File: config.mk
export PLATFORM = sky130hd
export DESIGN_NAME = critically_damped_smoother_flat
export DESIGN_NICKNAME = d
export VERILOG_FILES = /design/src/hw/rtl/cds_pkg.sv /design/src/hw/rtl/cds_if.sv /design/src/hw/rtl/cds_mul.sv /design/src/hw/rtl/cds_div.sv /design/src/hw/rtl/critically_damped_smoother.sv /design/src/flat_wrapper.sv
export SDC_FILE = /design/constraint.sdc
export NUM_CORES = 2
export LEC_CHECK = 0
export BUFFER_PORTS_ARGS = -buffer_cell sky130_fd_sc_hd__buf_2
export CAP_MARGIN = 20
export CORE_UTILIZATION = 40
export DETAILED_ROUTE_END_ITERATION = 12
export PLACE_DENSITY_LB_ADDON = 0.25
export RECOVER_POWER = 25
export SETUP_SLACK_MARGIN = 0.4
export SLEW_MARGIN = 10
export SYNTH_ARGS = -nofsm -noshare
export SYNTH_HDL_FRONTEND = slang
export SYNTH_HIERARCHICAL = 1
export SYNTH_SLANG_ARGS = --single-unit
File: constraint.sdc
create_clock -name clk_i -period 24.1 [get_ports clk_i]
set_input_delay 6.025 -clock clk_i [delete_from_list [all_inputs] [get_ports clk_i]]
set_output_delay 6.025 -clock clk_i [all_outputs]
set_load 0.1 [all_outputs]
File: src/hw/rtl/cds_pkg.sv
`default_nettype none

package cds_pkg;

  // default fraction width of the fixed point format
  localparam int unsigned FracBitsDef = 16;

  // datapath word, wide enough for the capped products and their sums
  localparam int unsigned DW = 44;
  // divisor width: smooth time or decay denominator
  localparam int unsigned DVW = 34;
  // configuration address width
  localparam int unsigned AW = 3;

  typedef logic signed [DW-1:0] word_t;

  // operand and result caps of the fixed point product
  localparam word_t ACap = 44'sh1FFFFFFFF;
  localparam word_t BCap = 44'sh080000000;
  localparam logic [40:0] RCap = 41'h10000000000;
  localparam word_t S32Max = 44'sh0007FFFFFFF;
  localparam word_t S32Min = 44'shFFF80000000;

  // smallest smooth time used by the math
  localparam logic [30:0] StFloor = 31'd7;

  // register indexes, decoded from address bit 2
  localparam logic RegSmoothTime = 1'b0;
  localparam logic RegMaxSpeed = 1'b1;

  // request into the shared multiplier
  typedef struct packed {
    logic  start;
    word_t a;
    word_t b;
  } mul_req_t;

  function automatic word_t clamp(word_t v, word_t lo, word_t hi);
    if (v < lo) begin
      return lo;
    end else if (v > hi) begin
      return hi;
    end
    return v;
  endfunction

  // clamp to the non-negative 31 bit range
  function automatic logic [30:0] clamp31(word_t v);
    if (v < 0) begin
      return 31'd0;
    end else if (v > S32Max) begin
      return 31'h7FFFFFFF;
    end
    return v[30:0];
  endfunction

  function automatic logic signed [31:0] sat32(word_t v);
    if (v > S32Max) begin
      return 32'sh7FFFFFFF;
    end else if (v < S32Min) begin
      return 32'sh80000000;
    end
    return v[31:0];
  endfunction

  function automatic word_t sx32(logic [31:0] v);
    return {{(DW-32){v[31]}}, v};
  endfunction

  function automatic word_t zx31(logic [30:0] v);
    return {{(DW-31){1'b0}}, v};
  endfunction

endpackage

`default_nettype wire

File: src/hw/rtl/cds_if.sv
`default_nettype none

// input channel: one position update request
interface cds_in_if;
  logic               valid;
  logic               ready;
  logic signed [31:0] current_pos;
  logic signed [31:0] target_pos;
  logic [30:0]        delta_time;

  modport source (output valid, output current_pos, output target_pos, output delta_time,
                  input ready);
  modport sink (input valid, input current_pos, input target_pos, input delta_time,
                output ready);
endinterface

// output channel: smoothed position and velocity
interface cds_out_if;
  logic               valid;
  logic               ready;
  logic signed [31:0] new_pos;
  logic signed [31:0] new_velocity;

  modport source (output valid, output new_pos, output new_velocity, input ready);
  modport sink (input valid, input new_pos, input new_velocity, output ready);
endinterface

`default_nettype wire

File: src/hw/rtl/cds_mul.sv
`default_nettype none

// shared fixed point multiplier: clamp, two partial products, shift and cap
module cds_mul #(
  parameter int unsigned FRAC_BITS = cds_pkg::FracBitsDef
) (
  input  logic              clk_i,
  input  logic              rst_ni,
  input  cds_pkg::mul_req_t req_i,
  output logic              busy_o,
  output cds_pkg::word_t    res_o
);

  localparam logic [2:0] PH_ABS = 3'd0;
  localparam logic [2:0] PH_LO  = 3'd1;
  localparam logic [2:0] PH_HI  = 3'd2;
  localparam logic [2:0] PH_ADD = 3'd3;
  localparam logic [2:0] PH_OUT = 3'd4;

  logic           busy_q;
  logic [2:0]     ph_q;
  cds_pkg::word_t a_q, b_q, res_q;
  logic [32:0]    ua_q;
  logic [31:0]    ub_q;
  logic           neg_q;
  logic [48:0]    pp_q;
  logic [64:0]    acc_q;

  cds_pkg::word_t a_c, b_c, res_d;
  logic [32:0]    ua_d;
  logic [31:0]    ub_d;
  logic [16:0]    mop;
  logic [48:0]    prod;
  logic [64:0]    sh;
  logic [40:0]    mag;

  // operand clamp and magnitudes
  always_comb begin
    a_c  = cds_pkg::clamp(a_q, -cds_pkg::ACap, cds_pkg::ACap);
    b_c  = cds_pkg::clamp(b_q, -cds_pkg::BCap, cds_pkg::BCap);
    ua_d = 33'((a_c < 0) ? -a_c : a_c);
    ub_d = 32'((b_c < 0) ? -b_c : b_c);
  end

  // one 17x32 multiplier, low half of a first then high half
  assign mop  = (ph_q == PH_LO) ? ua_q[16:0] : {1'b0, ua_q[32:17]};
  assign prod = {32'd0, mop} * {17'd0, ub_q};

  // drop fraction bits, cap and restore sign
  always_comb begin
    sh    = acc_q >> FRAC_BITS;
    mag   = (sh > {24'd0, cds_pkg::RCap}) ? cds_pkg::RCap : sh[40:0];
    res_d = neg_q ? -{{(cds_pkg::DW-41){1'b0}}, mag} : {{(cds_pkg::DW-41){1'b0}}, mag};
  end

  // phase control
  always_ff @(posedge clk_i or negedge rst_ni) begin
    if (!rst_ni) begin
      busy_q <= 1'b0;
      ph_q   <= PH_ABS;
    end else if (req_i.start) begin
      busy_q <= 1'b1;
      ph_q   <= PH_ABS;
    end else if (busy_q) begin
      ph_q <= ph_q + 3'd1;
      if (ph_q == PH_OUT) begin
        busy_q <= 1'b0;
      end
    end
  end

  // datapath registers
  always_ff @(posedge clk_i) begin
    if (req_i.start) begin
      a_q <= req_i.a;
      b_q <= req_i.b;
    end else if (busy_q) begin
      case (ph_q)
        PH_ABS: begin
          ua_q  <= ua_d;
          ub_q  <= ub_d;
          neg_q <= (a_c < 0) != (b_c < 0);
        end
        PH_LO: begin
          pp_q <= prod;
        end
        PH_HI: begin
          acc_q <= {16'd0, pp_q};
          pp_q  <= prod;
        end
        PH_ADD: begin
          acc_q <= acc_q + ({16'd0, pp_q} << 17);
        end
        PH_OUT: begin
          res_q <= res_d;
        end
        default: begin
        end
      endcase
    end
  end

  assign busy_o = busy_q;
  assign res_o  = res_q;

endmodule

`default_nettype wire

File: src/hw/rtl/cds_div.sv
`default_nettype none

// restoring divider, one quotient bit per cycle
module cds_div #(
  parameter int unsigned DDW = 34
) (
  input  logic                     clk_i,
  input  logic                     rst_ni,
  input  logic                     start_i,
  input  logic [DDW-1:0]           dividend_i,
  input  logic [cds_pkg::DVW-1:0]  divisor_i,
  output logic                     busy_o,
  output logic [DDW-1:0]           quot_o
);

  localparam int unsigned CW = $clog2(DDW + 1);

  logic                    busy_q;
  logic [CW-1:0]           cnt_q;
  logic [DDW-1:0]          qd_q;
  logic [cds_pkg::DVW-1:0] rem_q, dvs_q;

  logic [cds_pkg::DVW:0]   rem_sh, rem_nx;
  logic                    fits;

  // trial subtract of the shifted remainder
  always_comb begin
    rem_sh = {rem_q, qd_q[DDW-1]};
    fits   = rem_sh >= {1'b0, dvs_q};
    rem_nx = fits ? (rem_sh - {1'b0, dvs_q}) : rem_sh;
  end

  // step count
  always_ff @(posedge clk_i or negedge rst_ni) begin
    if (!rst_ni) begin
      busy_q <= 1'b0;
      cnt_q  <= '0;
    end else if (start_i) begin
      busy_q <= 1'b1;
      cnt_q  <= CW'(DDW);
    end else if (busy_q) begin
      cnt_q <= cnt_q - CW'(1);
      if (cnt_q == CW'(1)) begin
        busy_q <= 1'b0;
      end
    end
  end

  // remainder and quotient shift
  always_ff @(posedge clk_i) begin
    if (start_i) begin
      qd_q  <= dividend_i;
      dvs_q <= divisor_i;
      rem_q <= '0;
    end else if (busy_q) begin
      qd_q  <= {qd_q[DDW-2:0], fits};
      rem_q <= rem_nx[cds_pkg::DVW-1:0];
    end
  end

  assign busy_o = busy_q;
  assign quot_o = qd_q;

endmodule

`default_nettype wire

File: src/hw/rtl/critically_damped_smoother.sv
`default_nettype none

// channel   dir  transfer                               fields
// in_i      in   one update request                     current_pos, target_pos, delta_time
// out_o     out  one smoothed result                    new_pos, new_velocity
// apb       in   register write/read, 4 bytes apart     smooth_time (0x0), max_speed (0x4)
//
// one item takes the omega division of 2*FRAC_BITS+2 steps, eleven products on the
// shared multiplier, and the decay division run beside products six to nine.
// reset clears the velocity to zero, smooth_time to 1.0 and max_speed to full scale.
// in_i is ready only while the sequencer is idle; a finished result waits in the
// output register, and the last step holds until that register is free.
module critically_damped_smoother #(
  parameter int unsigned FRAC_BITS = cds_pkg::FracBitsDef
) (
  input  logic                   clk_i,
  input  logic                   rst_ni,
  cds_in_if.sink                 in_i,
  cds_out_if.source              out_o,
  input  logic                   psel,
  input  logic                   penable,
  input  logic                   pwrite,
  input  logic [cds_pkg::AW-1:0] paddr,
  input  logic [31:0]            pwdata,
  output logic [31:0]            prdata,
  output logic                   pready
);

  localparam int unsigned DDW = 2 * FRAC_BITS + 2;
  localparam int unsigned EW  = FRAC_BITS + 1;
  localparam cds_pkg::word_t C048 =
    cds_pkg::word_t'(((64'd48 << FRAC_BITS) + 64'd50) / 64'd100);
  localparam cds_pkg::word_t C0235 =
    cds_pkg::word_t'(((64'd235 << FRAC_BITS) + 64'd500) / 64'd1000);

  localparam logic [4:0] ST_IDLE  = 5'd0;
  localparam logic [4:0] ST_OMEGA = 5'd1;
  localparam logic [4:0] ST_X     = 5'd2;
  localparam logic [4:0] ST_X2    = 5'd3;
  localparam logic [4:0] ST_X3    = 5'd4;
  localparam logic [4:0] ST_T2    = 5'd5;
  localparam logic [4:0] ST_T3    = 5'd6;
  localparam logic [4:0] ST_MAXC  = 5'd7;
  localparam logic [4:0] ST_CHG   = 5'd8;
  localparam logic [4:0] ST_CO    = 5'd9;
  localparam logic [4:0] ST_TA    = 5'd10;
  localparam logic [4:0] ST_TB    = 5'd11;
  localparam logic [4:0] ST_TO    = 5'd12;
  localparam logic [4:0] ST_WE    = 5'd13;
  localparam logic [4:0] ST_VEL   = 5'd14;
  localparam logic [4:0] ST_POS   = 5'd15;
  localparam logic [4:0] ST_FIN   = 5'd16;

  // control state
  logic [4:0]         state_q, state_d;
  logic [30:0]        smooth_time_q, smooth_time_d;
  logic [30:0]        max_speed_q, max_speed_d;
  logic signed [31:0] velocity_q, velocity_d;
  logic               out_valid_q, out_valid_d;

  // item payload
  logic signed [31:0]      cur_q, cur_d, tgt_q, tgt_d;
  logic [30:0]             dt_q, dt_d, st_q, st_d, omega_d, omega_q;
  logic [30:0]             x_q, x_d, x2_q, x2_d, x3_q, x3_d;
  logic [cds_pkg::DVW-1:0] den_q, den_d;
  logic [EW-1:0]           e_q, e_d;
  cds_pkg::word_t          maxc_q, maxc_d, chg_q, chg_d, tmp_q, tmp_d;
  cds_pkg::word_t          vmt_q, vmt_d, vel_q, vel_d, pos_q, pos_d;
  logic signed [31:0]      out_pos_q, out_pos_d, out_vel_q, out_vel_d;

  // shared units
  cds_pkg::mul_req_t       mreq;
  logic                    mul_busy;
  cds_pkg::word_t          mres;
  logic                    div_start;
  logic [DDW-1:0]          div_dividend, quot;
  logic [cds_pkg::DVW-1:0] div_divisor;
  logic                    div_busy;

  cds_pkg::word_t          pos_f, vel_f;
  logic                    cfg_wr;

  cds_mul #(
    .FRAC_BITS(FRAC_BITS)
  ) u_mul (
    .clk_i  (clk_i),
    .rst_ni (rst_ni),
    .req_i  (mreq),
    .busy_o (mul_busy),
    .res_o  (mres)
  );

  cds_div #(
    .DDW(DDW)
  ) u_div (
    .clk_i      (clk_i),
    .rst_ni     (rst_ni),
    .start_i    (div_start),
    .dividend_i (div_dividend),
    .divisor_i  (div_divisor),
    .busy_o     (div_busy),
    .quot_o     (quot)
  );

  // register port
  assign pready = 1'b1;
  assign cfg_wr = psel && penable && pwrite;
  assign prdata = (paddr[2] == cds_pkg::RegMaxSpeed) ? {1'b0, max_speed_q}
                                                     : {1'b0, smooth_time_q};

  always_comb begin
    smooth_time_d = smooth_time_q;
    max_speed_d   = max_speed_q;
    if (cfg_wr) begin
      if (paddr[2] == cds_pkg::RegSmoothTime) begin
        smooth_time_d = pwdata[30:0];
      end else begin
        max_speed_d = pwdata[30:0];
      end
    end
  end

  // overshoot check; the final saturation follows in ST_FIN
  always_comb begin
    pos_f = pos_q;
    vel_f = vel_q;
    if ((tgt_q > cur_q) == (pos_q > cds_pkg::sx32(tgt_q))) begin
      pos_f = cds_pkg::sx32(tgt_q);
      vel_f = '0;
    end
  end

  // sequencer
  always_comb begin
    state_d      = state_q;
    velocity_d   = velocity_q;
    out_valid_d  = out_valid_q && !out_o.ready;
    cur_d        = cur_q;
    tgt_d        = tgt_q;
    dt_d         = dt_q;
    st_d         = st_q;
    omega_d      = omega_q;
    x_d          = x_q;
    x2_d         = x2_q;
    x3_d         = x3_q;
    den_d        = den_q;
    e_d          = e_q;
    maxc_d       = maxc_q;
    chg_d        = chg_q;
    tmp_d        = tmp_q;
    vmt_d        = vmt_q;
    vel_d        = vel_q;
    pos_d        = pos_q;
    out_pos_d    = out_pos_q;
    out_vel_d    = out_vel_q;
    mreq         = '0;
    div_start    = 1'b0;
    div_dividend = DDW'(1) << (2 * FRAC_BITS);
    div_divisor  = den_q;

    case (state_q)
      ST_IDLE: begin
        if (in_i.valid) begin
          cur_d        = in_i.current_pos;
          tgt_d        = in_i.target_pos;
          dt_d         = in_i.delta_time;
          st_d         = (smooth_time_q < cds_pkg::StFloor) ? cds_pkg::StFloor
                                                            : smooth_time_q;
          div_start    = 1'b1;
          div_dividend = DDW'(1) << (2 * FRAC_BITS + 1);
          div_divisor  = cds_pkg::DVW'(st_d);
          state_d      = ST_OMEGA;
        end
      end
      ST_OMEGA: begin
        if (!div_busy) begin
          omega_d = ((DDW > 31) && (|(quot >> 31))) ? 31'h7FFFFFFF : 31'(quot);
          mreq    = '{start: 1'b1, a: cds_pkg::zx31(omega_d), b: cds_pkg::zx31(dt_q)};
          state_d = ST_X;
        end
      end
      ST_X: begin
        if (!mul_busy) begin
          x_d     = cds_pkg::clamp31(mres);
          mreq    = '{start: 1'b1, a: cds_pkg::zx31(x_d), b: cds_pkg::zx31(x_d)};
          state_d = ST_X2;
        end
      end
      ST_X2: begin
        if (!mul_busy) begin
          x2_d    = cds_pkg::clamp31(mres);
          mreq    = '{start: 1'b1, a: cds_pkg::zx31(x2_d), b: cds_pkg::zx31(x_q)};
          state_d = ST_X3;
        end
      end
      ST_X3: begin
        if (!mul_busy) begin
          x3_d    = cds_pkg::clamp31(mres);
          den_d   = (cds_pkg::DVW'(1) << FRAC_BITS) + cds_pkg::DVW'(x_q);
          mreq    = '{start: 1'b1, a: C048, b: cds_pkg::zx31(x2_q)};
          state_d = ST_T2;
        end
      end
      ST_T2: begin
        if (!mul_busy) begin
          den_d   = den_q + mres[cds_pkg::DVW-1:0];
          mreq    = '{start: 1'b1, a: C0235, b: cds_pkg::zx31(x3_q)};
          state_d = ST_T3;
        end
      end
      ST_T3: begin
        if (!mul_busy) begin
          // denominator complete: start the decay division alongside
          den_d       = den_q + mres[cds_pkg::DVW-1:0];
          div_start   = 1'b1;
          div_divisor = den_d;
          mreq        = '{start: 1'b1, a: cds_pkg::zx31(max_speed_q),
                          b: cds_pkg::zx31(st_q)};
          state_d     = ST_MAXC;
        end
      end
      ST_MAXC: begin
        if (!mul_busy) begin
          maxc_d  = mres;
          state_d = ST_CHG;
        end
      end
      ST_CHG: begin
        chg_d   = cds_pkg::clamp(cds_pkg::sx32(cur_q) - cds_pkg::sx32(tgt_q),
                                 -maxc_q, maxc_q);
        state_d = ST_CO;
      end
      ST_CO: begin
        mreq    = '{start: 1'b1, a: chg_q, b: cds_pkg::zx31(omega_q)};
        state_d = ST_TA;
      end
      ST_TA: begin
        if (!mul_busy) begin
          mreq    = '{start: 1'b1, a: cds_pkg::sx32(velocity_q) + mres,
                      b: cds_pkg::zx31(dt_q)};
          state_d = ST_TB;
        end
      end
      ST_TB: begin
        if (!mul_busy) begin
          tmp_d   = mres;
          mreq    = '{start: 1'b1, a: mres, b: cds_pkg::zx31(omega_q)};
          state_d = ST_TO;
        end
      end
      ST_TO: begin
        if (!mul_busy) begin
          vmt_d   = cds_pkg::sx32(velocity_q) - mres;
          state_d = ST_WE;
        end
      end
      ST_WE: begin
        if (!div_busy) begin
          e_d     = quot[EW-1:0];
          mreq    = '{start: 1'b1, a: vmt_q, b: cds_pkg::word_t'(e_d)};
          state_d = ST_VEL;
        end
      end
      ST_VEL: begin
        if (!mul_busy) begin
          vel_d   = mres;
          mreq    = '{start: 1'b1, a: chg_q + tmp_q, b: cds_pkg::word_t'(e_q)};
          state_d = ST_POS;
        end
      end
      ST_POS: begin
        if (!mul_busy) begin
          pos_d   = cds_pkg::sx32(cur_q) - chg_q + mres;
          state_d = ST_FIN;
        end
      end
      ST_FIN: begin
        if (!out_valid_q || out_o.ready) begin
          out_pos_d   = cds_pkg::sat32(pos_f);
          out_vel_d   = cds_pkg::sat32(vel_f);
          velocity_d  = out_vel_d;
          out_valid_d = 1'b1;
          state_d     = ST_IDLE;
        end
      end
      default: begin
        state_d = ST_IDLE;
      end
    endcase
  end

  // control registers
  always_ff @(posedge clk_i or negedge rst_ni) begin
    if (!rst_ni) begin
      state_q       <= ST_IDLE;
      smooth_time_q <= 31'(1) << FRAC_BITS;
      max_speed_q   <= 31'h7FFFFFFF;
      velocity_q    <= '0;
      out_valid_q   <= 1'b0;
    end else begin
      state_q       <= state_d;
      smooth_time_q <= smooth_time_d;
      max_speed_q   <= max_speed_d;
      velocity_q    <= velocity_d;
      out_valid_q   <= out_valid_d;
    end
  end

  // payload registers
  always_ff @(posedge clk_i) begin
    cur_q     <= cur_d;
    tgt_q     <= tgt_d;
    dt_q      <= dt_d;
    st_q      <= st_d;
    omega_q   <= omega_d;
    x_q       <= x_d;
    x2_q      <= x2_d;
    x3_q      <= x3_d;
    den_q     <= den_d;
    e_q       <= e_d;
    maxc_q    <= maxc_d;
    chg_q     <= chg_d;
    tmp_q     <= tmp_d;
    vmt_q     <= vmt_d;
    vel_q     <= vel_d;
    pos_q     <= pos_d;
    out_pos_q <= out_pos_d;
    out_vel_q <= out_vel_d;
  end

  // channel outputs
  assign in_i.ready         = (state_q == ST_IDLE);
  assign out_o.valid        = out_valid_q;
  assign out_o.new_pos      = out_pos_q;
  assign out_o.new_velocity = out_vel_q;

endmodule

`default_nettype wire
File: src/flat_wrapper.sv
// flat-port wrapper written by rule: the top's interface ports become plain ports
module critically_damped_smoother_flat 
#(
  parameter int unsigned FRAC_BITS = cds_pkg::FracBitsDef
)
  (clk_i, rst_ni, psel, penable, pwrite, paddr, pwdata, prdata, pready, in_i_valid, in_i_current_pos, in_i_target_pos, in_i_delta_time, in_i_ready, out_o_valid, out_o_new_pos, out_o_new_velocity, out_o_ready);
  cds_in_if in_i_i ();
  cds_out_if out_o_i ();
  input  logic clk_i;
  input  logic rst_ni;
  input  logic psel;
  input  logic penable;
  input  logic pwrite;
  input  logic [cds_pkg::AW-1:0] paddr;
  input  logic [31:0] pwdata;
  output logic [31:0] prdata;
  output logic pready;
  input wire logic [$bits(in_i_i.valid)-1:0] in_i_valid;
  input wire logic [$bits(in_i_i.current_pos)-1:0] in_i_current_pos;
  input wire logic [$bits(in_i_i.target_pos)-1:0] in_i_target_pos;
  input wire logic [$bits(in_i_i.delta_time)-1:0] in_i_delta_time;
  output wire logic [$bits(in_i_i.ready)-1:0] in_i_ready;
  output wire logic [$bits(out_o_i.valid)-1:0] out_o_valid;
  output wire logic [$bits(out_o_i.new_pos)-1:0] out_o_new_pos;
  output wire logic [$bits(out_o_i.new_velocity)-1:0] out_o_new_velocity;
  input wire logic [$bits(out_o_i.ready)-1:0] out_o_ready;
  assign in_i_i.valid = in_i_valid;
  assign in_i_i.current_pos = in_i_current_pos;
  assign in_i_i.target_pos = in_i_target_pos;
  assign in_i_i.delta_time = in_i_delta_time;
  assign in_i_ready = in_i_i.ready;
  assign out_o_valid = out_o_i.valid;
  assign out_o_new_pos = out_o_i.new_pos;
  assign out_o_new_velocity = out_o_i.new_velocity;
  assign out_o_i.ready = out_o_ready;
  critically_damped_smoother #(.FRAC_BITS(FRAC_BITS)) u_core (.clk_i(clk_i), .rst_ni(rst_ni), .in_i(in_i_i), .out_o(out_o_i), .psel(psel), .penable(penable), .pwrite(pwrite), .paddr(paddr), .pwdata(pwdata), .prdata(prdata), .pready(pready));
endmodule
# Word level (Yosys, flattened, before mapping)
# Index checks and enable logic that the tools add are counted.
[word_totals] register_bits=1154 ramBits=0 latchBits=0 output_inout_bits=99 memories=0 in_bits=137 rom_bits=0
[classes] bitwise_logic=4 muxes=104 magnitude_cmp=19 shift=0 eq_ne=38 n_addsub=16 div=0 n_mul=1 n_reduce_logical=35
[op_table] op="$pmux W89 S11" n=1
[op_table] op="$mux W89" n=10
[op_table] op="$mux W44" n=11
[op_table] op="$mux W34" n=8
[op_table] op="$mux W31" n=8
[op_table] op="$mux W32" n=7
[op_table] op="$pmux W34 S2" n=2
[op_table] op="$gt A44 B32 Y1 const B" n=3
[op_table] op="$lt A44 B1 Y1 const B" n=3
[op_table] op="$lt A44 B32 Y1 const B" n=3
[op_table] op="$pmux W65 S2" n=1
[op_table] op="$add A44 B44 Y44" n=2
[op_table] op="$sub A32 B44 Y44" n=2
[op_table] op="$pmux W5 S17" n=1
[op_table] op="$mux W41" n=2
[op_table] op="$mux W5" n=15
[op_table] op="$add A65 B65 Y65" n=1
[op_table] op="$gt A49 B41 Y1 const B" n=1
[op_table] op="$mul A17 B32 Y49" n=1
[op_table] op="$add A32 B44 Y44" n=1
[op_table] op="$gt A44 B32 Y1" n=1
[op_table] op="$gt A44 B33 Y1 const B" n=1
[op_table] op="$gt A44 B34 Y1 const B" n=1
[op_table] op="$gt A44 B44 Y1" n=1
[op_table] op="other kinds (46)" n=130

# Logic depth before layout (Yosys ltp)
[logic_depth] ltp_word=10 depth_mapped=30

# By module
# Netlist, hierarchy kept.
[modules_own_cells] mod="critically_damped_smoother" area_per_inst_um2=47279.1 instances=1 cells_per_inst=4458 seq_area_each_um2=21430.6
[modules_own_cells] mod="cds_mul" area_per_inst_um2=33235.6 instances=1 cells_per_inst=3454 seq_area_each_um2=8988.6
[modules_own_cells] mod="cds_div" area_per_inst_um2=6321.1 instances=1 cells_per_inst=603 seq_area_each_um2=2897.8

# Least setup slack after synthesis
# Ideal clock, no wire load.
[synth_timing] kind="input to output" startpoint="input port paddr[2] (netlist bit)" endpoint="output port prdata[0]" t_required_ns=18.075 t_arrival_ns=7.138 cell_stages=3 path_slack_ns=10.937 path_cell_list="clkbuf_1 buf_1 mux2_2"
[synth_via] elab_chain_cells=1
[synth_lines] item="start, declared" line="flat_wrapper.sv:14" source="input logic [cds_pkg::AW-1:0] paddr;"
[synth_lines] item="$mux W31" line="critically_damped_smoother.sv:108" source="assign prdata = (paddr[2] == cds_pkg::RegMaxSpeed) ? {1'b0, max_speed_q}"
[synth_lines] item="end, declared" line="flat_wrapper.sv:16" source="output logic [31:0] prdata;"
# Every way passes these cells.

# Worst setup path after layout
[layout_timing] startpoint="input port paddr[2] (netlist bit)" endpoint="output port prdata[25]"
# Same word-level chain as after synthesis.

==> key figures <==
Route
  • WL/cell: 23.3 µm
  • DR vias: 66,100
  • Total Wirelength: 270,000 µm
  • Antenna viol nets, final: 0
  • Drt via density: 5.72
  • First-pass DRT Iterations: 9
  • DRT iter0 DRCs: 6,618
  • DRC viols: 0

Yosys
  • Synth warn: 6
  • Ys flop type: edfxtp_1
  • Dominant cell by count in the synthesized netlist: edfxtp_1
  • Ys async rst share: 9.75%
  • Flops & latches, synth: 1,138
  • Post-synth top area cell: edfxtp_1
  • Mapped Avg Cell Area: 10.2 µm²
  • Cell variety after synth: 107
  • Top post-synthesis cells by count: 993 x edfxtp_1, 944 x inv_1, 777 x nand2_1, 574 x ha_1, 499 x fa_1
  • Register area share after synthesis: 38.4%
  • Top cell type's share of synthesized area: 34.3%
  • EDFF count, synth: 993
  • Post-Synthesis Cells: 8,515
  • Synth Cell Area: 86,800 µm²
  • Top cells by area, synth: edfxtp_1 34%, fa_1 12%, ha_1 8.3%, inv_1 4.1%, nand2_1 3.4%

Critical path
  • Crit. End Element: output port
  • Critical Path RT: 18,070 ps
  • Crit-path max FO: 33
  • Crit path DAT: 7640 ps
  • CP max stage cell: buf_2
  • Crit path launch type: input port
  • Reg2Reg Depth: 24
  • CP Class: in2out
  • Ordered cell list for the critical path: buf_2 > mux2_2 > buf_2
  • CP dominant cell by count: buf_2
  • Worst path max stage delay: 630 ps

Timing
  • Final worst path period need: 13,660 ps
  • Setup Skew: 35.3 ps
  • Slew HR: -192%
  • Setup violators final: 0
  • Tcrit/Tclk final: 56.7%
  • Maximum clock rate: 73.2 MHz
  • Max Slew Vio Count: 702
  • RSZ-0062 raised after global routing: false
  • Worst slew pin tran: 4380 ps
  • Setup Total Neg Slack: 0 ps
  • Final Hold Fails: 0

Final layout
  • Final instance area: 95,100 µm²
  • Nets@finish: 9,823
  • Layout cells sized above 1: 9.78%
  • Register area: 33,300 µm²
  • Fill cells: 20,500
  • Multi-input logic area: 48,600 µm²
  • Syn-to-layout area delta: 9.52%

Clock tree
  • TritonCTS Buffers: 121
  • H-tree depth: 3
  • CTS sink cnt: 1,138
  • Cts hold-fix bufs: 0
  • Root Driver: clkbuf_16
  • CTS max path bufs: 3
  • Resize count post-CTS: 0
  • Clock slew at reported path FFs: 60 ps
  • CTS tree: yes
  • Clk_lat worst skew: 770 ps
  • Postcts setup bufs: 0

Floorplan
  • Die area: 219,000 µm²
  • Core ar.: 215,000 µm²
  • Ports: 236
  • Die width: 468 µm
  • Row cnt: 170
  • Die height: 468 µm
  • Starting Density: 40.3%

GRT
  • Largest net degree at the start of global routing: 68
  • Vias in the first global route: 65,700
  • Global-route wire length before repair: 408,000 µm
  • Grt total ovfl: 0
  • Initial antenna violation count: 15
  • GRT Total Usage: 24.5%

Worst hold path
  • Hold Path Class: reg2reg
  • Hold path depth: 2

Placement
  • # port buffers: 230
  • Final RePlAce weighted congestion: 0.946
  • Detailed Place HPWL: 207,000 µm
  • Post-DP Area: 91,200 µm²

Run status
  • Failing checks: max-capacitance violations, max-slew violations
  • Status: finished with violations

Flow run
  • Max-cap violations: 17
[kinds of logic after synthesis]
kind of cell             after synthesis  synth area share, %
AND/OR/NAND/NOR                     2361                 13.3
AO/OA/AOI/OAI                       1864                 14.7
buffers and inverters               1368                 6.02
flip-flops                          1138                 38.4
adder cells (fa/ha/maj)             1073                 19.8
XOR/XNOR                             404                 4.07
multiplexers                         305                 3.78
other                                  2              0.00865
[through the flow]
stage | std cells | utilization (%) | hold slack, ps | setup slack, ps
2_1_floorplan | 8560 | - | 445 | 10940
4_1_cts | 11600 | 44.3 | 478 | 10430
3_3_place_gp | 11300 | 42.4 | 459 | 10430
3_5_place_dp | 11300 | 42.4 | 466 | 10440
5_1_grt | 11600 | 44.2 | 504 | 10420
6_report | 11600 | 44.2 | 472 | 10440
[cells in the final DEF, fill, tap and decap left out, types with 133 or more instances in the layout]
master      n
edfxtp_1  993
inv_1     940
nand2_1   777
ha_1      574
fa_1      499
a21oi_1   487
nor2_1    437
o21ai_0   270
xnor2_1   260
and2_1    235
buf_2     229
a21o_1    209
mux2_2    174
nand3_1   156
xor2_1    143
nor3_1    133
[routing by layer]
layer / up-vias / part of all wire, % / global-route usage, %
li1: 30400 / - / -
met1: 32800 / 44 / 33.9
met2: 2484 / 45 / 38.7
met3: 388 / 7.0 / 3.62
met4: 6 / 3.9 / 8.84
met5: - / 0.015 / 0
[worst max-delay path: cells and delay by family]
family | cells | cell delay (ps)
mux | 1 | 480
buf+inv | 2 | 1110
[cell type report]
class	count	share of cell area (%)
inverter	948	3.75
clock buffer	153	3.54
multi-input combinational	6054	51.1
antenna	6	0.0158
tap	2838	3.73
timing repair buffer	350	1.96
clock inverter	76	0.835
sequential	1138	35.0
[registers in the layout (all words and copies together) (netlist names), 44 cells and up]
register	cells
u_core/u_mul/b_q	44
u_core/maxc_q	44
u_core/vmt_q	44
u_core/u_mul/a_q	44
u_core/u_mul/res_o	44
u_core/chg_q	44
u_core/vel_q	44
u_core/tmp_q	44
u_core/u_mul/pp_q	49
u_core/pos_q	44
u_core/u_mul/acc_q	49
[path summary, 6_finish.rpt]
check	from	end	slack (ps)
min in group asynchronous	rst_ni	u_core/state_q[1]	5180
max in group asynchronous	rst_ni	u_core/u_div/busy_o	17820
worst min register to register	u_core/u_div/rem_q[2]	u_core/u_div/rem_q[2]	470
worst max register to register	u_core/u_mul/ph_q[1]	u_core/u_mul/pp_q[44]	15020
worst min-delay path	u_core/u_div/rem_q[2]	u_core/u_div/rem_q[2]	470
worst max-delay path	paddr[2]	prdata[25]	10440
Power is not shown: default switching activity piles up to over one toggle a cycle in this logic, so the estimate is an artifact.
